==> src/hw/rtl/bes_pkg.sv <==
// Package for the beacon element scanner.
// Holds the parser phase type, element identifiers, the vendor OUI and the result record.
// No dependencies.
`default_nettype none

package bes_pkg;

  // Phases of the byte parser.
  typedef enum logic [1:0] {
    PH_FIXED = 2'd0,
    PH_TYPE  = 2'd1,
    PH_LEN   = 2'd2,
    PH_VALUE = 2'd3
  } phase_e;

  // Element identifiers that the scanner looks for.
  localparam logic [7:0] ID_DS     = 8'd3;
  localparam logic [7:0] ID_TIM    = 8'd5;
  localparam logic [7:0] ID_VENDOR = 8'd221;

  // Fixed-field bytes between the management header and the first element.
  localparam int FIXED_FIELD_BYTES = 12;

  // Offset of the beacon interval inside the fixed fields.
  localparam int INTERVAL_FIELD_OFS = 8;

  // Interval reported for an unusable frame.
  localparam logic [15:0] DEFAULT_INTERVAL = 16'h0064;

  // Vendor OUI plus type byte that marks the element of interest.
  function automatic logic [7:0] oui_byte(input logic [1:0] idx);
    logic [7:0] val;
    case (idx)
      2'd0:    val = 8'h00;
      2'd1:    val = 8'h09;
      2'd2:    val = 8'hBF;
      default: val = 8'h00;
    endcase
    return val;
  endfunction

  // One result record.
  typedef struct packed {
    logic        beacon_valid;
    logic [15:0] beacon_interval;
    logic        channel_found;
    logic [15:0] channel_addr;
    logic        tim_found;
    logic [8:0]  tim_offset;
    logic [7:0]  listen_interval;
    logic        vendor_found;
    logic [15:0] vendor_info_addr;
  } res_t;

endpackage

`default_nettype wire

==> src/hw/rtl/beacon_element_scanner.sv <==
// Beacon element scanner: parses a stored beacon frame one byte per transaction.
// Depends on bes_pkg for the phase type, element identifiers and result record.
// Throughput: one frame byte accepted every cycle while the skid register is empty.
// The result of a frame is registered in the output register, or in a one-entry skid
// register while the output is stalled. Reset clears the parser, the base address and
// both result valid flags; a finished frame returns the parser to its reset state.
`default_nettype none

module beacon_element_scanner
  import bes_pkg::*;
#(
  parameter int TX_HEADER_BYTES     = 12,
  parameter int MAC_HEADER_BYTES    = 24,
  parameter int MAX_FRAME_BYTES     = 512,
  parameter int VENDOR_MIN_LEN      = 8,
  parameter int VENDOR_EXTRA_OFFSET = 4
) (
  input  wire logic        clk_i,
  input  wire logic        rst_ni,
  // Configuration register
  input  wire logic        cfg_we_i,
  input  wire logic [15:0] cfg_wdata_i,
  // Input channel
  input  wire logic        in_valid_i,
  output logic             in_stall_o,
  input  wire logic [7:0]  frame_byte_i,
  input  wire logic        frame_last_i,
  // Output channel
  output logic             out_valid_o,
  input  wire logic        out_stall_i,
  output logic             beacon_valid_o,
  output logic [15:0]      beacon_interval_o,
  output logic             channel_found_o,
  output logic [15:0]      channel_addr_o,
  output logic             tim_found_o,
  output logic [8:0]       tim_offset_o,
  output logic [7:0]       listen_interval_o,
  output logic             vendor_found_o,
  output logic [15:0]      vendor_info_addr_o
);

  // Frame geometry.
  localparam logic [31:0] HdrBytes    = 32'(TX_HEADER_BYTES + MAC_HEADER_BYTES);
  localparam logic [31:0] ElemStart   = 32'(TX_HEADER_BYTES + MAC_HEADER_BYTES
                                            + FIXED_FIELD_BYTES);
  localparam logic [31:0] IntervalPos = 32'(((TX_HEADER_BYTES + MAC_HEADER_BYTES
                                              + INTERVAL_FIELD_OFS) / 2) * 2);
  localparam logic [31:0] MaxBytes    = 32'(MAX_FRAME_BYTES);
  // Position counts up to the maximum; a value start may lie one past it, the listen position two.
  localparam int PW = $clog2(MAX_FRAME_BYTES + 1);
  localparam int VW = $clog2(MAX_FRAME_BYTES + 3);

  logic          accept;
  logic [15:0]   base_q;

  // Parser state.
  logic [PW-1:0] pos_q, pos_d;
  phase_e        phase_q, phase_d;
  logic [7:0]    type_q, type_d;
  logic [7:0]    remain_q, remain_d;
  logic [VW-1:0] vstart_q, vstart_d;
  logic [2:0]    vidx_q, vidx_d;
  logic          oui_q, oui_d;
  logic [15:0]   interval_q, interval_d;
  logic [2:0]    found_q, found_d;
  logic [15:0]   chan_q, chan_d;
  logic [8:0]    tim_q, tim_d;
  logic [7:0]    listen_q, listen_d;
  logic [15:0]   vaddr_q, vaddr_d;
  logic          too_long_q, too_long_d;
  logic          lpend_q, lpend_d;
  logic [VW-1:0] lpos_q, lpos_d;

  logic          start_elem;
  logic [VW-1:0] start_vstart;
  logic [7:0]    start_len;
  logic          vhit;
  logic          oui_ok;
  logic          frame_ok;
  res_t          res_new;

  // Result slots.
  res_t          out_q, skid_q;
  logic          out_valid_q, skid_valid_q;
  logic          out_ready;

  assign accept     = in_valid_i & ~in_stall_o;
  assign in_stall_o = skid_valid_q;

  // Configuration register.
  always_ff @(posedge clk_i or negedge rst_ni) begin
    if (!rst_ni) begin
      base_q <= '0;
    end else if (cfg_we_i) begin
      base_q <= cfg_wdata_i;
    end
  end

  // Next parser state for the byte on the input, including end-of-frame wrap-up.
  always_comb begin
    pos_d        = pos_q;
    phase_d      = phase_q;
    type_d       = type_q;
    remain_d     = remain_q;
    vstart_d     = vstart_q;
    vidx_d       = vidx_q;
    oui_d        = oui_q;
    interval_d   = interval_q;
    found_d      = found_q;
    chan_d       = chan_q;
    tim_d        = tim_q;
    listen_d     = listen_q;
    vaddr_d      = vaddr_q;
    too_long_d   = too_long_q;
    lpend_d      = lpend_q;
    lpos_d       = lpos_q;
    start_elem   = 1'b0;
    start_vstart = VW'(pos_q) + VW'(1);
    start_len    = frame_byte_i;
    vhit         = 1'b0;
    oui_ok       = 1'b0;

    if (32'(pos_q) < MaxBytes) begin
      // Pending capture of the byte after the TIM value start.
      if (lpend_q && (VW'(pos_q) == lpos_q)) begin
        listen_d = frame_byte_i;
        lpend_d  = 1'b0;
      end
      // Little-endian beacon interval.
      if (32'(pos_q) == IntervalPos) begin
        interval_d[7:0] = frame_byte_i;
      end
      if (32'(pos_q) == IntervalPos + 32'd1) begin
        interval_d[15:8] = frame_byte_i;
      end

      case (phase_q)
        PH_FIXED: begin
          if (32'(pos_q) + 32'd1 >= ElemStart) begin
            phase_d = PH_TYPE;
          end
        end
        PH_TYPE: begin
          type_d  = frame_byte_i;
          phase_d = PH_LEN;
        end
        PH_LEN: begin
          start_elem = 1'b1;
        end
        PH_VALUE: begin
          if ((type_q == ID_VENDOR) && (vidx_q < 3'd4)) begin
            oui_ok = oui_q && (frame_byte_i == oui_byte(vidx_q[1:0]));
            oui_d  = oui_ok;
            if ((vidx_q == 3'd3) && oui_ok) begin
              vhit = 1'b1;
            end
          end
          if (vidx_q < 3'd4) begin
            vidx_d = vidx_q + 3'd1;
          end
          remain_d = remain_q - 8'd1;
          if (remain_d == 8'd0) begin
            phase_d = PH_TYPE;
          end
        end
        default: begin
          phase_d = PH_FIXED;
        end
      endcase
      pos_d = pos_q + PW'(1);
    end else begin
      too_long_d = 1'b1;
    end

    // Wrap-up on the last byte: a dangling type byte or a vendor element cut short.
    if (frame_last_i && !too_long_d) begin
      if ((phase_d == PH_LEN) && !start_elem) begin
        start_elem   = 1'b1;
        start_vstart = VW'(pos_d) + VW'(1);
        start_len    = 8'd0;
      end else if ((phase_d == PH_VALUE) && (type_d == ID_VENDOR) && oui_d
                   && (vidx_d == 3'd3)) begin
        vhit = 1'b1;
      end
    end

    // Element header complete: record the value start and capture known elements.
    if (start_elem) begin
      remain_d = start_len;
      vstart_d = start_vstart;
      vidx_d   = 3'd0;
      oui_d    = (32'(start_len) >= 32'(VENDOR_MIN_LEN));
      if (type_d == ID_DS) begin
        found_d[0] = 1'b1;
        chan_d     = base_q + 16'(start_vstart);
      end else if (type_d == ID_TIM) begin
        found_d[1] = 1'b1;
        tim_d      = 9'(32'(start_vstart) - HdrBytes);
        listen_d   = 8'd0;
        lpend_d    = 1'b1;
        lpos_d     = start_vstart + VW'(1);
      end
      phase_d = (start_len != 8'd0) ? PH_VALUE : PH_TYPE;
    end

    // Matching vendor element.
    if (vhit) begin
      found_d[2] = 1'b1;
      vaddr_d    = base_q + 16'(vstart_d) + 16'(VENDOR_EXTRA_OFFSET);
    end
  end

  // Result of the frame that ends with this byte.
  always_comb begin
    frame_ok = !too_long_d && (32'(pos_d) > ElemStart) && (32'(pos_d) <= MaxBytes);
    res_new.beacon_valid     = frame_ok;
    res_new.beacon_interval  = frame_ok ? interval_d : DEFAULT_INTERVAL;
    res_new.channel_found    = frame_ok && found_d[0];
    res_new.channel_addr     = (frame_ok && found_d[0]) ? chan_d : 16'd0;
    res_new.tim_found        = frame_ok && found_d[1];
    res_new.tim_offset       = (frame_ok && found_d[1]) ? tim_d : 9'd0;
    res_new.listen_interval  = (frame_ok && found_d[1]) ? listen_d : 8'd0;
    res_new.vendor_found     = frame_ok && found_d[2];
    res_new.vendor_info_addr = (frame_ok && found_d[2]) ? vaddr_d : 16'd0;
  end

  // Parser registers: advance on each transaction, clear after the last byte.
  always_ff @(posedge clk_i or negedge rst_ni) begin
    if (!rst_ni) begin
      pos_q      <= '0;
      phase_q    <= PH_FIXED;
      type_q     <= '0;
      remain_q   <= '0;
      vstart_q   <= '0;
      vidx_q     <= '0;
      oui_q      <= 1'b1;
      interval_q <= '0;
      found_q    <= '0;
      chan_q     <= '0;
      tim_q      <= '0;
      listen_q   <= '0;
      vaddr_q    <= '0;
      too_long_q <= 1'b0;
      lpend_q    <= 1'b0;
      lpos_q     <= '0;
    end else if (accept) begin
      if (frame_last_i) begin
        pos_q      <= '0;
        phase_q    <= PH_FIXED;
        type_q     <= '0;
        remain_q   <= '0;
        vstart_q   <= '0;
        vidx_q     <= '0;
        oui_q      <= 1'b1;
        interval_q <= '0;
        found_q    <= '0;
        chan_q     <= '0;
        tim_q      <= '0;
        listen_q   <= '0;
        vaddr_q    <= '0;
        too_long_q <= 1'b0;
        lpend_q    <= 1'b0;
        lpos_q     <= '0;
      end else begin
        pos_q      <= pos_d;
        phase_q    <= phase_d;
        type_q     <= type_d;
        remain_q   <= remain_d;
        vstart_q   <= vstart_d;
        vidx_q     <= vidx_d;
        oui_q      <= oui_d;
        interval_q <= interval_d;
        found_q    <= found_d;
        chan_q     <= chan_d;
        tim_q      <= tim_d;
        listen_q   <= listen_d;
        vaddr_q    <= vaddr_d;
        too_long_q <= too_long_d;
        lpend_q    <= lpend_d;
        lpos_q     <= lpos_d;
      end
    end
  end

  // Output register with a skid slot; the input stalls only while the skid slot is full.
  assign out_ready = ~out_valid_q | ~out_stall_i;

  always_ff @(posedge clk_i or negedge rst_ni) begin
    if (!rst_ni) begin
      out_valid_q  <= 1'b0;
      skid_valid_q <= 1'b0;
    end else if (out_ready) begin
      if (skid_valid_q) begin
        out_valid_q  <= 1'b1;
        skid_valid_q <= 1'b0;
      end else begin
        out_valid_q <= accept & frame_last_i;
      end
    end else if (accept && frame_last_i) begin
      skid_valid_q <= 1'b1;
    end
  end

  always_ff @(posedge clk_i) begin
    if (out_ready) begin
      if (skid_valid_q) begin
        out_q <= skid_q;
      end else if (accept && frame_last_i) begin
        out_q <= res_new;
      end
    end else if (accept && frame_last_i) begin
      skid_q <= res_new;
    end
  end

  // Output ports.
  assign out_valid_o        = out_valid_q;
  assign beacon_valid_o     = out_q.beacon_valid;
  assign beacon_interval_o  = out_q.beacon_interval;
  assign channel_found_o    = out_q.channel_found;
  assign channel_addr_o     = out_q.channel_addr;
  assign tim_found_o        = out_q.tim_found;
  assign tim_offset_o       = out_q.tim_offset;
  assign listen_interval_o  = out_q.listen_interval;
  assign vendor_found_o     = out_q.vendor_found;
  assign vendor_info_addr_o = out_q.vendor_info_addr;

endmodule

`default_nettype wire

==> config.mk <==
export PLATFORM = sky130hd
export DESIGN_NAME = beacon_element_scanner
export DESIGN_NICKNAME = d
export VERILOG_FILES = /design/src/hw/rtl/bes_pkg.sv /design/src/hw/rtl/beacon_element_scanner.sv
export SDC_FILE = /design/constraint.sdc
export NUM_CORES = 1
export LEC_CHECK = 0
export ABC_CLOCK_PERIOD_IN_PS = 4610
export BUFFER_PORTS_ARGS = -buffer_cell sky130_fd_sc_hd__buf_2
export CAP_MARGIN = 0
export CELL_PAD_IN_SITES_DETAIL_PLACEMENT = 1
export CELL_PAD_IN_SITES_GLOBAL_PLACEMENT = 1
export CORE_MARGIN = 8
export CORE_UTILIZATION = 44
export CTS_BUF_LIST = sky130_fd_sc_hd__clkbuf_16
export DETAILED_ROUTE_END_ITERATION = 7
export GPL_TIMING_DRIVEN = 0
export HOLD_SLACK_MARGIN = 0.05
export PLACE_DENSITY_LB_ADDON = 0.2
export SKIP_LAST_GASP = 1
export SYNTH_ARGS = -nofsm -noshare
export SYNTH_HDL_FRONTEND = slang
export SYNTH_SLANG_ARGS = --single-unit
==> constraint.sdc <==
create_clock -name clk_i -period 4.61 [get_ports clk_i]
set_input_delay 0.2305 -clock clk_i [delete_from_list [all_inputs] [get_ports clk_i]]
set_output_delay 0.2305 -clock clk_i [all_outputs]
set_load 0.03 [all_outputs]
=== After elaboration in Yosys (flattened, before gate mapping) ===
Cells that the tools add are included.

* Flip-flop bits (word level): 278
* Input port bits: 30
* Output and inout port bits: 71

* Add/sub/neg operators: 10
* Order comparisons: 6
* Equality and inequality tests: 18
* Multiplexer cells: 94
* Bitwise gates (word level): 7
* Reduce and logical (&&, ||, !) cells: 30

{| class="wikitable"
|+ Operator list
! kind !! number
|-
| $mux W8 || 21
|-
| $mux W16 || 10
|-
| $mux W69 || 2
|-
| $mux W10 || 10
|-
| $mux W9 || 5
|-
| $add A16 B10 Y16 || 2
|-
| $mux W1 || 31
|-
| $add A10 B1 Y10 const B || 3
|-
| $eq A10 B6 Y1 const B || 2
|-
| $mux W3 || 6
|-
| $add A16 B3 Y16 const B || 1
|-
| $eq A8 B8 Y1 const B || 2
|-
| $pmux W8 S2 || 1
|-
| $logic_and A1 B1 Y1 || 15
|-
| $mux W2 || 7
|-
| $add A10 B1 Y11 const B || 1
|-
| $ge A11 B6 Y1 const B || 1
|-
| $eq A10 B10 Y1 || 1
|-
| $eq A2 B2 Y1 const B || 5
|-
| $gt A10 B6 Y1 const B || 1
|-
| $le A10 B10 Y1 const B || 1
|-
| $lt A10 B10 Y1 const B || 1
|-
| $sub A9 B6 Y9 const B || 1
|-
| $eq A8 B2 Y1 const B || 1
|-
| other kinds (22) || 34
|}

=== Depth between registers and ports, before layout ===
Gate-level depths: netlist (run 1).

* Word-level depth: 20
* Depth in mapped cells: 26
* Depth with buffers taken out: 25

=== Worst setup path before layout (run 1) ===
No wires, ideal clock.

* Path type: register -> register
* Start: register skid_valid_q (netlist: in_stall_o)
* End: register out_q, in the netlist beacon_interval_o[0], enable pin
* Library setup time: 0.519 ns
* Data arrival time: 4.683 ns
* Setup slack: -0.591 ns
* Stages on the path, launching flop included: 5
* Clock period less this slack: 5.201 ns
* Path through: dfrtp_1 -> clkbuf_1 -> clkbuf_1 -> a21oi_1 -> a21oi_1

* Word-level cells in the longest chain between the ends: 5

{| class="wikitable"
|+ RTL lines
! what !! line !! text
|-
| start, declared || beacon_element_scanner.sv:84 || <nowiki>logic out_valid_q, skid_valid_q;</nowiki>
|-
| start signal, assigned || beacon_element_scanner.sv:291 || <nowiki>skid_valid_q <= 1'b0;</nowiki>
|-
| start signal, assigned || beacon_element_scanner.sv:295 || <nowiki>skid_valid_q <= 1'b0;</nowiki>
|-
| start signal, assigned || beacon_element_scanner.sv:300 || <nowiki>skid_valid_q <= 1'b1;</nowiki>
|-
| $not A1 Y1 || beacon_element_scanner.sv:87 || <nowiki>assign accept = in_valid_i & ~in_stall_o;</nowiki>
|-
| $and A1 B1 Y1 || beacon_element_scanner.sv:87 ||
|-
| $logic_and A1 B1 Y1 || beacon_element_scanner.sv:308 || <nowiki>end else if (accept && frame_last_i) begin</nowiki>
|-
| $reduce_bool A2 Y1 (no source line) (*) || -- ||
|-
| $reduce_and A2 Y1 (no source line) (*) || -- ||
|-
| end signal, assigned || beacon_element_scanner.sv:307 || <nowiki>out_q <= skid_q;</nowiki>
|-
| end signal, assigned || beacon_element_scanner.sv:309 || <nowiki>out_q <= res_new;</nowiki>
|-
| end, declared || beacon_element_scanner.sv:83 || <nowiki>res_t out_q, skid_q;</nowiki>
|}

Every way passes the cells marked *; elsewhere a longest branch is shown, timed or not.
A chain may end at the register's enable or synchronous reset.

=== Final worst setup path (run 1) ===
* Start: register remain_q[1]
* End: register out_q, in the netlist vendor_info_addr_o[14] (data pin)

* Word-level cells in the longest chain between the ends: 17
* Elaborated cells on any way between the ends: 27

{| class="wikitable"
|+ RTL lines
! what !! line !! text
|-
| start, declared || beacon_element_scanner.sv:60 || <nowiki>logic [7:0] remain_q, remain_d;</nowiki>
|-
| start signal, assigned || beacon_element_scanner.sv:268 || <nowiki>remain_q <= remain_d;</nowiki>
|-
| $sub A8 B1 Y8 (*) || beacon_element_scanner.sv:161 || <nowiki>remain_d = remain_q - 8'd1;</nowiki>
|-
| $logic_not A8 Y1 (*) || beacon_element_scanner.sv:162 || <nowiki>if (remain_d == 8'd0) begin</nowiki>
|-
| $mux W2 (*) || beacon_element_scanner.sv:162 ||
|-
| $pmux W2 S3 (*) || beacon_element_scanner.sv:137 || <nowiki>case (phase_q)</nowiki>
|-
| $mux W2 (*) || beacon_element_scanner.sv:123 || <nowiki>if (32'(pos_q) < MaxBytes) begin</nowiki>
|-
| parallel branches: the longest is 9 deep, another holds $add A16 B10 Y16 || -- ||
|-
| $mux W16 (*) || beacon_element_scanner.sv:224 || <nowiki>res_new.vendor_info_addr = (frame_ok && found_d[2]) ? vaddr_d : 16'd0;</nowiki>
|-
| $mux W69 (*) || beacon_element_scanner.sv:308 ||
|-
| $mux W69 (*) || beacon_element_scanner.sv:306 || <nowiki>if (skid_valid_q) begin</nowiki>
|}

Every way passes the cells marked *. The select of a mux whose other input is x is not followed.

==> results of run 1 <==
-- registers in the layout, indices dropped and copies added, names as in the netlist, 16 cells and up --
register,flops
vaddr_q,16
beacon_interval_o,16
base_q,16
interval_q,16
channel_addr_o,16
chan_q,16
skid_q,69
vendor_info_addr_o,16
-- worst max-delay path: stages, from the launching register on --
cell and delay, ns:
dfrtp_1 0.40, inv_2 0.09, ha_4 0.15, nor2b_4 0.22, a21boi_4 0.09, nor4b_4 0.41
a2111oi_4 0.14, o21a_1 0.22, buf_6 0.13, buf_12 0.14, buf_12 0.13, nand2_4 0.07
o21ai_4 0.07, ha_4 0.28, inv_4 0.04, ha_4 0.21, a21o_1 0.16, a21oi_2 0.18
o21ai_2 0.10, a2111o_1 0.39, a32o_2 0.34, buf_4 0.17, a211oi_4 0.27, o21a_1 0.23
o31ai_2 0.09
-- area by class of cell --
cell class                 count  area, sq um
tap                          448        560.5
buffer                        91        490.5
fill                        3581        14580
inverter                      42        172.7
clock inverter                25        203.9
timing repair buffer         194         1425
multi-input combinational   1005         7674
clock buffer                  31        775.7
sequential                   278         7654
-- per-stage QoR --
stage	util, %	area [sq um]	setup TNS, ns
after global routing	56.53	18960	-9.099
after floorplan	-	15090	-0.02692
final	56.53	18960	-5.810
after CTS	54.63	18320	-3.242
after detailed placement	48.60	16300	-35.95
after global placement	48.08	16120	-122.54
-- cell usage in the layout, fill, tap and decap left out, types with 11 or more instances in the layout --
cell,count
buf_4,73
xor2_1,13
a22o_1,39
o31ai_1,29
clkbuf_1,51
buf_2,112
inv_2,11
a22oi_1,28
nand2_1,190
ha_1,26
dfrtp_1,135
o21ai_1,40
and3_1,11
inv_1,32
clkbuf_16,31
xnor2_2,12
nand4_1,11
o31ai_2,13
nor2b_1,12
a21oi_2,11
nor3_1,11
o21ai_0,64
a21oi_1,56
mux2i_1,22
mux2_2,39
xnor2_1,34
dlygate4sd3_1,19
o21a_1,11
edfxtp_1,138
nand3_1,25
ha_4,14
nor2_1,89
-- cells by family after synthesis --
kind of cell | Yosys count | synth area share (%)
compound gates | 381 | 17.56
xor+xnor | 67 | 4.341
fa+ha+maj | 45 | 3.856
buf+inv | 134 | 3.848
flops | 278 | 51.03
mux | 74 | 5.342
simple gates | 438 | 14.02
-- repair_timing --
action	CTS	global route
resized for setup	98	80
hold endpoints to repair	72	0
setup endpoints to repair	56	47
setup buffers	46	28
hold buffers	19	0
pin swaps	42	41
-- routing by layer --
layer	vias up	wire (um)	track usage [%]
li1	5628	-	-
met1	6307	21860	31.34
met4	0	1793	8.778
met5	-	0	0
met2	348	24310	39.97
met3	104	2718	3.808
-- report_power, final --
| part | internal [W] | leakage, nW | total (W) | switching (W) |
|---|---|---|---|---|
| clock | 0.00138 | 0.511 | 0.00241 | 0.00103 |
| combinational | 0.000397 | 3.75 | 0.00104 | 0.000640 |
| sequential | 0.00272 | 3.18 | 0.00280 | 0.0000871 |
-- final timing paths --
kind / from / endpoint / slack [ns] / depth (start not counted)
worst max register to register: remain_q[1] / vendor_info_addr_o[14] / -0.41 / 24
max in group asynchronous: rst_ni / vaddr_q[11] / 3.54 / 3
worst min register to register: vaddr_q[4] / vaddr_q[4] / 0.49 / 2
worst max-delay path: remain_q[1] / vendor_info_addr_o[14] / -0.41 / 24
min in group asynchronous: rst_ni / pos_q[0] / 0.19 / 2
worst min-delay path: in_valid_i / in_stall_o / 0.10 / 3
==> results.cfg, run 1 <==
[run_status]
status = finished with violations
violations = setup timing

[timing]
rsz0062_at_grt = true
whs_ns = 0.1050
maxSlewHeadroom_pct = 31.79
fin_crit_sh_pct = 108.8
setup_viol = 26
hold_violations = 0
finalClockSkew_ns = 0.02218
slew_violations = 0
min_period_ns = 5.017
tightest_slew_ns = 1.023
max_freq_mhz = 199.3
layout_setup_ws_ns = -0.4067

[placed_design]
placedCellCount = 1966
place_hpwl_um = 34150
place_ws_ns = -1.222
gp_congestion = 0.8674
port_buffers = 95

[synth]
synthArstFlopShare_pct = 50.36
ys_types = 97
ys.flop_type = dfrtp_1
synth_top_area_share_pct = 27.65
syn_nets = 1492
synth_seq_cells = 278
postSynthAreaPerCell_sq_um = 10.58
synth.most_common_cell = nand2_1
yosysSeqAreaShare_pct = 51.03
synthTopCellsByArea = edfxtp_1, dfrtp_1, nand2_1
synth_edf_count = 138
ys_warn_count = 0
synthesis.instances = 1417
netlist_area_sq_um = 14990
synth_common_cells = nand2_1, dfrtp_1, edfxtp_1
yosysTopAreaCell = edfxtp_1

[finish]
nets = 1717
drive_gt1_share_pct = 28.39
layout.cells.non_filler = 2114
syn_to_final_growth_pct = 26.46
n_antenna_cell = 0

[cts]
cts-root-buf = clkbuf_16
worstSkewPairLatency_ns = 0.59
clk_pin_slew_ns = 0.06
cts_buffer_depth = 3
htreeDepth = 1
cts_buffers = 30
cts_sinks = 278
cts_tree = built

[floorplanning]
ioPinCount = 101
die_h_um = 200.6
row_count = 67
die_w_um = 200.6
core_area_sq_um = 33530
initial_utilization_pct = 44.70
die-area_sq_um = 40230

[detailed_routing]
ant_nets = 0
routed_wl_um = 50680
vias = 12387
drt_iter0_drc = 820
route.detailed.drc = 0
viasPerCell = 5.860
drt_first_pass_iters = 5
wl_per_cell_um = 23.97

[global_route]
grt.total_usage_pct = 24.02
grt-ovfl-total = 0
grt_max_degree = 87
first_global_vias = 13203
antenna_found_initial = 0
grt_pass1_wl_um = 77160

[setup_path]
critPathCaptureType = register
arrival_ns = 5.33
startpoint_type = register
cp_max_fo = 7
worst-setup-path-type = reg -> reg
required_ns = 4.92

[power]
power.total_w = 0.006253
pwr_density_cell_nw_per_um2 = 329.9
ir_drop_uv = 346.5
power_leakage_nw = 7.445

[job]
maxCapViolations = 0

[min_path]
hold_class = in -> reg
No activity file was read; power rests on OpenSTA's default activity.
==> run 2: changes to the inputs <==
Settings changed: ABC_CLOCK_PERIOD_IN_PS 4610 to 6500, CELL_PAD_IN_SITES_DETAIL_PLACEMENT 1 to default, CELL_PAD_IN_SITES_GLOBAL_PLACEMENT 1 to default, CORE_UTILIZATION 44 to 55.
Clock period 4.61 ns to 6.5 ns, I/O delays scaled along.
==> run 2 against run 1 <==
Against the previous run:
- the flow now finishes without violations
- sequential power down 29%
- maximum frequency down 18%
- via count down 4.3%
- register-to-register slack better by 0.80 ns
- clock power down 30%
- sequential share of layout area up 4.1 points
- largest power group unchanged
==> results.cfg, run 2 (synthesis gave the netlist of run 1 again) <==
[run_status]
status = complete, no violations

[detailed_routing]
vias = 11853
drt_iter0_drc = 1478
drt_first_pass_iters = 6
wl_per_cell_um = 21.03
viasPerCell = 6.138
routed_wl_um = 40620
ant_nets = 0
route.detailed.drc = 0

[min_path]
holdCritStartpoint = out_stall_i
hold_class = in -> reg

[setup_path]
arrival_ns = 6.40
ff2ff_path_depth = 25
startpoint_type = register
required_ns = 6.80
rr_endpoint = vendor_info_addr_o[14]
worst-setup-path-type = reg -> reg
r2r_start = pos_q[0]
rrSetupSlack_ns = 0.39
cp_max_fo = 10
cp-startpoint = pos_q[0]
critPathCaptureType = register
cp-endpoint = vendor_info_addr_o[14]

[finish]
n_antenna_cell = 0
nets = 1641
regMostFlops = skid_q
layout_common_cells = nand2_1, dfrtp_1, edfxtp_1
design_area_sq_um = 17190
drive_gt1_share_pct = 17.92
syn_to_final_growth_pct = 14.67
final_common_cell = nand2_1
final_util_pct = 63.95
largest_register_ff_count = 69

[job]
maxCapViolations = 0

[floorplanning]
core_area_sq_um = 26880
die_w_um = 181.1
initial_utilization_pct = 55.77
die-area_sq_um = 32790
die_h_um = 181.1
ioPinCount = 101
row_count = 60

[placed_design]
gp_congestion = 0.9232
port_buffers = 95
place_hpwl_um = 29260
place_ws_ns = 0.3373
postPlaceCellArea_sq_um = 16020

[cts]
postCtsSetupBuffers = 0
cts-root-buf = clkbuf_16
cts_sinks = 278
cts_buffer_depth = 3
htreeDepth = 1
clk_pin_slew_ns = 0.06
cts_buffers = 30
worstSkewPairLatency_ns = 0.57
cts_tree = built

[power]
p_seq_share_pct = 46.7
intPower_w = 0.003084
pwr_density_cell_nw_per_um2 = 246.8
p_clk_share_pct = 39.6
switchingPower_w = 0.001157
power_leakage_nw = 6.834
switching_share_pct = 27.29
ir_drop_uv = 235.7
p_comb_share_pct = 13.7

[timing]
finalClockSkew_ns = 0.02185
min_period_ns = 6.108
hold_violations = 0
setup_viol = 0
rsz0062_at_grt = false
maxSlewHeadroom_pct = 20.98
fin_crit_sh_pct = 93.96
layout_setup_ws_ns = 0.3923
tns_ns = 0
slew_violations = 0
tightest_slew_ns = 1.174
whs_ns = 0.1096
max_freq_mhz = 163.7

[global_route]
antenna_found_initial = 0
grt_max_degree = 91
grt.total_usage_pct = 24.34
grt-ovfl-total = 0
first_global_vias = 11394
grt_pass1_wl_um = 64560
==> run 2: power by group through the flow <==
stage	clock network, W	logic, W	registers (W)
after detailed placement	0	0.000560	0.00201
after global placement	0	0.000539	0.00202
after CTS	0.00170	0.000572	0.00198
final	0.00168	0.000583	0.00198
after floorplan	0	0.000324	0.00205
after global routing	0.00177	0.000631	0.00199
==> run 2: final cells by class <==
class                      instances  area [sq um]
sequential                       278          7649
timing repair buffer             117         759.5
tap                              341         426.7
buffer                            92         416.7
multi-input combinational       1005          6804
clock buffer                      30         750.7
clock inverter                    26         221.5
inverter                          42         160.2
fill                            2179          9688
==> run 2: per-stage QoR <==
| stage | total power [W] | std cells |
|---|---|---|
| detailed placement | 0.002572 | 1858 |
| finish | 0.004241 | 1931 |
| floorplan | 0.002378 | 1417 |
| global placement | 0.002556 | 1853 |
| CTS | 0.004247 | 1931 |
| global route | 0.004385 | 1931 |
==> run 2: per-layer routing <==
metal | part of all wire [%] | vias up | track usage, %
met4 | 2.3 | 0 | 6.363
li1 | - | 5459 | -
met1 | 45 | 5836 | 34.97
met2 | 45 | 488 | 37.63
met5 | 0 | - | 0
met3 | 7.6 | 70 | 4.233
==> run 2: how the worst min path moves through the flow <==
stage / end / slack (ns) / depth (start not counted)
floorplan: base_q[0] / 0.03 / 0
global placement: tim_q[4] / 0.45 / 2
detailed placement: base_q[5] / 0.32 / 1
CTS: out_valid_o / 0.1 / 3
global route: out_valid_o / 0.12 / 3
finish: out_valid_o / 0.11 / 3
==> run 2: timing repair <==
action,in CTS,in global routing
hold buffers,17,0
setup endpoints to repair,0,9
hold endpoints to repair,66,0
resized for setup,0,4
==> run 2: worst max-delay path, cell delays in order, from the launching register on <==
cell	delay (ns)
dfrtp_1	0.51
buf_2	0.32
inv_1	0.12
ha_1	0.32
mux2i_1	0.23
inv_1	0.08
ha_1	0.21
nand4bb_1	0.10
o21ai_1	0.17
nor2_1	0.19
nor2_1	0.07
a21oi_2	0.24
inv_1	0.20
nand2_1	0.10
o21ai_0	0.11
ha_1	0.35
inv_1	0.05
ha_1	0.28
a21o_1	0.18
a21oi_1	0.25
o21ai_0	0.19
a2111o_1	0.46
a32o_1	0.32
a211oi_1	0.42
o21a_1	0.27
o31ai_1	0.09
